<file path="src/tse_pkg.sv">
// Shared types, constants and helpers for the torus surface evaluator.
package tse_pkg;

  localparam int AngleBits = 16;
  localparam int TrigFracBits = 15;
  localparam int CordicSteps = TrigFracBits + 1;
  localparam int CompW = 34;
  localparam int TrigW = TrigFracBits + 3;
  localparam int ZW = 32;
  localparam int RegW = 16;

  // CORDIC start value: round(K * 2^F)
  localparam longint GainQ32 = 64'd2608131496;
  localparam longint XInit = (GainQ32 + (64'sd1 <<< (31 - TrigFracBits))) >>> (32 - TrigFracBits);

  localparam logic [RegW-1:0] MajorReset = 16'd512;
  localparam logic [RegW-1:0] MinorReset = 16'd256;

  typedef enum logic [0:0] {
    CFG_MAJOR = 1'b0,
    CFG_MINOR = 1'b1
  } cfg_idx_e;

  typedef enum logic [2:0] {
    VK_POS = 3'd0,
    VK_DU  = 3'd1,
    VK_DV  = 3'd2,
    VK_NRM = 3'd3,
    VK_DUU = 3'd4,
    VK_DUV = 3'd5,
    VK_DVV = 3'd6
  } vkind_e;

  typedef logic signed [TrigW-1:0] trig_t;
  typedef logic signed [CompW-1:0] comp_t;

  // Arctangent of 2^-i in units of 2^-32 turn.
  function automatic logic signed [ZW-1:0] atan_tab(input int i);
    logic signed [ZW-1:0] t;
    case (i)
      0: t = 32'sd536870912;  1: t = 32'sd316933406;  2: t = 32'sd167458907;
      3: t = 32'sd85004756;   4: t = 32'sd42667331;   5: t = 32'sd21354465;
      6: t = 32'sd10679838;   7: t = 32'sd5340245;    8: t = 32'sd2670163;
      9: t = 32'sd1335087;    10: t = 32'sd667544;    11: t = 32'sd333772;
      12: t = 32'sd166886;    13: t = 32'sd83443;     14: t = 32'sd41722;
      15: t = 32'sd20861;     16: t = 32'sd10430;     17: t = 32'sd5215;
      18: t = 32'sd2608;      19: t = 32'sd1304;      20: t = 32'sd652;
      21: t = 32'sd326;       22: t = 32'sd163;       23: t = 32'sd81;
      24: t = 32'sd41;        25: t = 32'sd20;        26: t = 32'sd10;
      27: t = 32'sd5;         28: t = 32'sd3;         29: t = 32'sd1;
      30: t = 32'sd1;         default: t = 32'sd0;
    endcase
    return t;
  endfunction

  // Round a 64-bit product right by TrigFracBits, half up.
  function automatic comp_t rnd_f(input logic signed [63:0] a);
    logic signed [63:0] t;
    t = (a + (64'sd1 <<< (TrigFracBits - 1))) >>> TrigFracBits;
    return t[CompW-1:0];
  endfunction

  // Round a 64-bit product right by eight bits, half up.
  function automatic comp_t rnd_8(input logic signed [63:0] a);
    logic signed [63:0] t;
    t = (a + 64'sd128) >>> 8;
    return t[CompW-1:0];
  endfunction

endpackage

</file>
<file path="src/tse_cordic.sv">
// Pipelined sine/cosine CORDIC: one rotation step per register stage.
module tse_cordic (
  input  logic                             clk_i,
  input  logic                             en_i,
  input  logic [tse_pkg::AngleBits-1:0]    angle_i,
  output tse_pkg::trig_t                   cos_o,
  output tse_pkg::trig_t                   sin_o
);
  localparam int N = tse_pkg::CordicSteps;
  localparam int W = tse_pkg::TrigW;

  logic signed [W-1:0]           x_q [N+1];
  logic signed [W-1:0]           y_q [N+1];
  logic signed [tse_pkg::ZW-1:0] z_q [N+1];
  logic [1:0]                    quad_q [N+1];
  logic [31:0]                   ph;

  assign ph = {angle_i, {(32 - tse_pkg::AngleBits){1'b0}}};

  // Load the first stage
  always_ff @(posedge clk_i) begin
    if (en_i) begin
      x_q[0]    <= W'(tse_pkg::XInit);
      y_q[0]    <= '0;
      z_q[0]    <= {2'b00, ph[29:0]};
      quad_q[0] <= ph[31:30];
    end
  end

  // Rotate one step per stage
  for (genvar i = 0; i < N; i++) begin : g_step
    always_ff @(posedge clk_i) begin
      if (en_i) begin
        quad_q[i+1] <= quad_q[i];
        if (!z_q[i][tse_pkg::ZW-1]) begin
          x_q[i+1] <= x_q[i] - (y_q[i] >>> i);
          y_q[i+1] <= y_q[i] + (x_q[i] >>> i);
          z_q[i+1] <= z_q[i] - tse_pkg::atan_tab(i);
        end else begin
          x_q[i+1] <= x_q[i] + (y_q[i] >>> i);
          y_q[i+1] <= y_q[i] - (x_q[i] >>> i);
          z_q[i+1] <= z_q[i] + tse_pkg::atan_tab(i);
        end
      end
    end
  end

  logic signed [W-1:0] c, s;
  localparam logic signed [W-1:0] One = W'(1 << tse_pkg::TrigFracBits);

  // Map to quadrant and clamp
  always_comb begin
    case (quad_q[N])
      2'd0:    begin c = x_q[N];  s = y_q[N];  end
      2'd1:    begin c = -y_q[N]; s = x_q[N];  end
      2'd2:    begin c = -x_q[N]; s = -y_q[N]; end
      default: begin c = y_q[N];  s = -x_q[N]; end
    endcase
    cos_o = (c > One) ? One : ((c < -One) ? -One : c);
    sin_o = (s > One) ? One : ((s < -One) ? -One : s);
  end

endmodule

</file>
<file path="config.mk">
export PLATFORM = sky130hd
export DESIGN_NAME = tse_cordic
export DESIGN_NICKNAME = d
export VERILOG_FILES = /design/src/tse_pkg.sv /design/src/tse_cordic.sv
export SDC_FILE = /design/constraint.sdc
export NUM_CORES = 2
export LEC_CHECK = 0
export BUFFER_PORTS_ARGS = -buffer_cell sky130_fd_sc_hd__buf_4
export CORE_UTILIZATION = 59
export DETAILED_ROUTE_END_ITERATION = 8
export PLACE_DENSITY = 0.78
export SLEW_MARGIN = 0
export SYNTH_ARGS = -nofsm -noshare
export SYNTH_HDL_FRONTEND = slang
export SYNTH_SLANG_ARGS = --single-unit
</file>
<file path="constraint.sdc">
create_clock -name clk_i -period 5.3 [get_ports clk_i]
set_input_delay 0.795 -clock clk_i [delete_from_list [all_inputs] [get_ports clk_i]]
set_output_delay 0.795 -clock clk_i [all_outputs]
set_load 0.02 [all_outputs]
</file>
==> reports/metrics.yaml <==
detailed_routing:
  wl_per_cell_um: 16.7
  ant_nets: 0
  drt-total-wl_um: 151000
  drcViolationCount: 0
  vias: 53664
  drt_iter0_markers: 3748
  first_pass_iters: 6
  viasPerCell: 5.96
global_routing:
  track_usage: 0.239
  grt_pass1_vias: 51765
  grt_max_degree: 167
  grt.overflow.total: 0
  grt_pass1_wl_um: 250000
  antenna_found_initial: 0
floorplan:
  start_util: 0.596
  die_x_um: 353
  io_pins: 54
  die_y_um: 353
  core_area_um2: 122000
  row_count: 128
  dieArea_um2: 124000
job:
  maxCapViolCount: 0
clock_network:
  clockBufferDepth: 3
  cts.clk_slew.worst_paths_ns: 0.06
  cts_tree: "built"
  clock_latency_ns: 0.71
  clock_sinks: 955
  h-tree-depth: 3
  numCtsBuffers: 104
  cts-root-buf: "clkbuf_16"
timing:
  maxSlewViolCount: 0
  holdWs_ns: 0.254
  slew_headroom: 0.296
  timing_hold_violations_final: 0
  finalSetupViolCount: 0
  rsz0062_at_grt: "yes"
  clock-skew-final_ns: 0.0181
  max_slew.worst_pin.slew_ns: 1.04
  fmax_ghz: 0.193
  final.period_utilization: 0.977
  post-route-min-period_ns: 5.18
placed_design:
  portBuffers: 53
  gp_congestion: 0.924
  place_inst: 8801
  dp_hpwl_um: 116000
synthesis:
  synth_seq_cells: 955
  synth_nets: 8103
  synth-edff-count: 955
  synth_area_per_cell_um2: 10.2
  async_flop_share: 0
  yosys.area.top_type: "edfxtp_1"
  yosys-top-cells-area: "edfxtp_1, ha_1, xnor2_1"
  syn_area_um2: 72600
  synth-seq-area-share: 0.395
  synth_top_area_frac: 0.395
  synth_ff_type: "edfxtp_1"
  yosysUniqueCellTypes: 82
  synth_warnings: 0
  postSynthCellCount: 7139
worst_setup_path:
  arrival_ns: 4.39
  critPathLaunchType: "flip-flop"
  crit_type: "reg2out"
  cp-end-kind: "output pin"
  required_ns: 4.51
  cp_max_fo: 5
final_layout:
  fillers: 9445
  final_layout_size_suffix_gt1_frac: 0.0511
  nets: 8258
  n_antenna_cell: 0
  stdcell_count: 9008
  syn2layout_area_growth_pct: 8.62
status:
  status: "finished, final reports clean"
worst_hold_path:
  min_path_type: "in2reg"
[layout make-up]
cell class	count	area [µm²]	area share
multi-input cells	5751	42400	0.537
flip-flops and latches	955	28700	0.364
clock buffers	124	2680	0.0339
well taps	1625	2030	0.0258
inverters	349	1310	0.0166
repair buffers	133	1020	0.0130
clock inverters	71	798	0.0101
[cell families after synthesis]
kind of cell             synth area share
AO/OA/AOI/OAI                       0.174
buffers and inverters              0.0224
adder cells (fa/ha/maj)             0.167
multiplexers                      0.00896
flip-flops                          0.395
AND/OR/NAND/NOR                     0.119
XOR/XNOR                            0.113
[flip-flops by register name, indices dropped and copies added, names as in the netlist]
register and count:
z_q 417, y_q 253, x_q 251, quad_q 34
[Yosys cell counts, drive strengths merged (53+ instances only)]
library cell and count:
nor3 152, edfxtp 955, o21a 118, nor2b 112, a21o 292, nand2 398
nand3 135, o21ai 391, o21bai 68, nor2 558, a31oi 55, xor2 297
a21oi 701, or3 53, clkbuf 72, inv 343, ha 910, xnor2 643
nand2b 103, and3 60
[what timing repair did]
action,4_1_cts,5_1_grt
gates resized for setup,4,5
buffers inserted,5,7
endpoints found under the setup margin,7,20
hold buffers,0,0
pin swaps,8,4
[path summary, 6_finish.rpt]
check                     from            to  slack, ns  depth (start not counted)
setup / recovery   y_q[16][10]      sin_o[1]       0.12                         11
hold / removal      angle_i[6]    z_q[0][22]       0.25                          1
setup reg to reg   z_q[13][31]   z_q[14][31]       0.92                         14
hold reg to reg   quad_q[1][3]  quad_q[1][5]       0.42                          0
[layout by cell type (no fill, tap or decap), types with 55 or more instances in the layout]
cell / n
a31oi_1: 55
a21oi_1: 701
nand3_1: 134
a21o_1: 292
clkbuf_16: 104
and3_1: 60
xnor2_1: 643
nand2b_1: 103
inv_1: 342
o21ai_0: 390
nor3_1: 152
o21a_1: 118
nor2_1: 558
edfxtp_1: 955
ha_1: 910
o21bai_1: 68
nand2_1: 398
xor2_1: 297
buf_4: 130
nor2b_1: 112
[per-stage QoR]
stage	utilization	setup WS [ns]	setup TNS, ns	area [µm²]
global placement	0.617	0.407	0	75300
floorplan	-	0.0607	0	72600
finish	0.647	0.119	0	78900
detailed placement	0.617	0.334	0	75300
global route	0.647	-0.00575	-0.0114	78900
CTS	0.646	0.0321	0	78800
[layer usage]
metal,share of wire,global-route usage,vias to the layer above
li1,-,-,26855
met1,0.44,0.302,25376
met2,0.50,0.428,1172
met3,0.043,0.0287,261
met4,0.024,0.0643,0
met5,0,0,-
[worst max-delay path, cell delays in order (launching register included)]
cell and delay (ns):
edfxtp_1 0.44, or4_4 0.55, or4_4 0.46, nor4_4 0.17
xnor2_1 0.11, mux4_2 0.48, or2_1 0.27, or4_1 0.41
o31a_1 0.38, buf_6 0.16, nor2b_1 0.11, buf_4 0.15
Power is left out: the tool's default activity adds up to more than one toggle a clock period on the data nets, which glitch-free logic cannot reach.
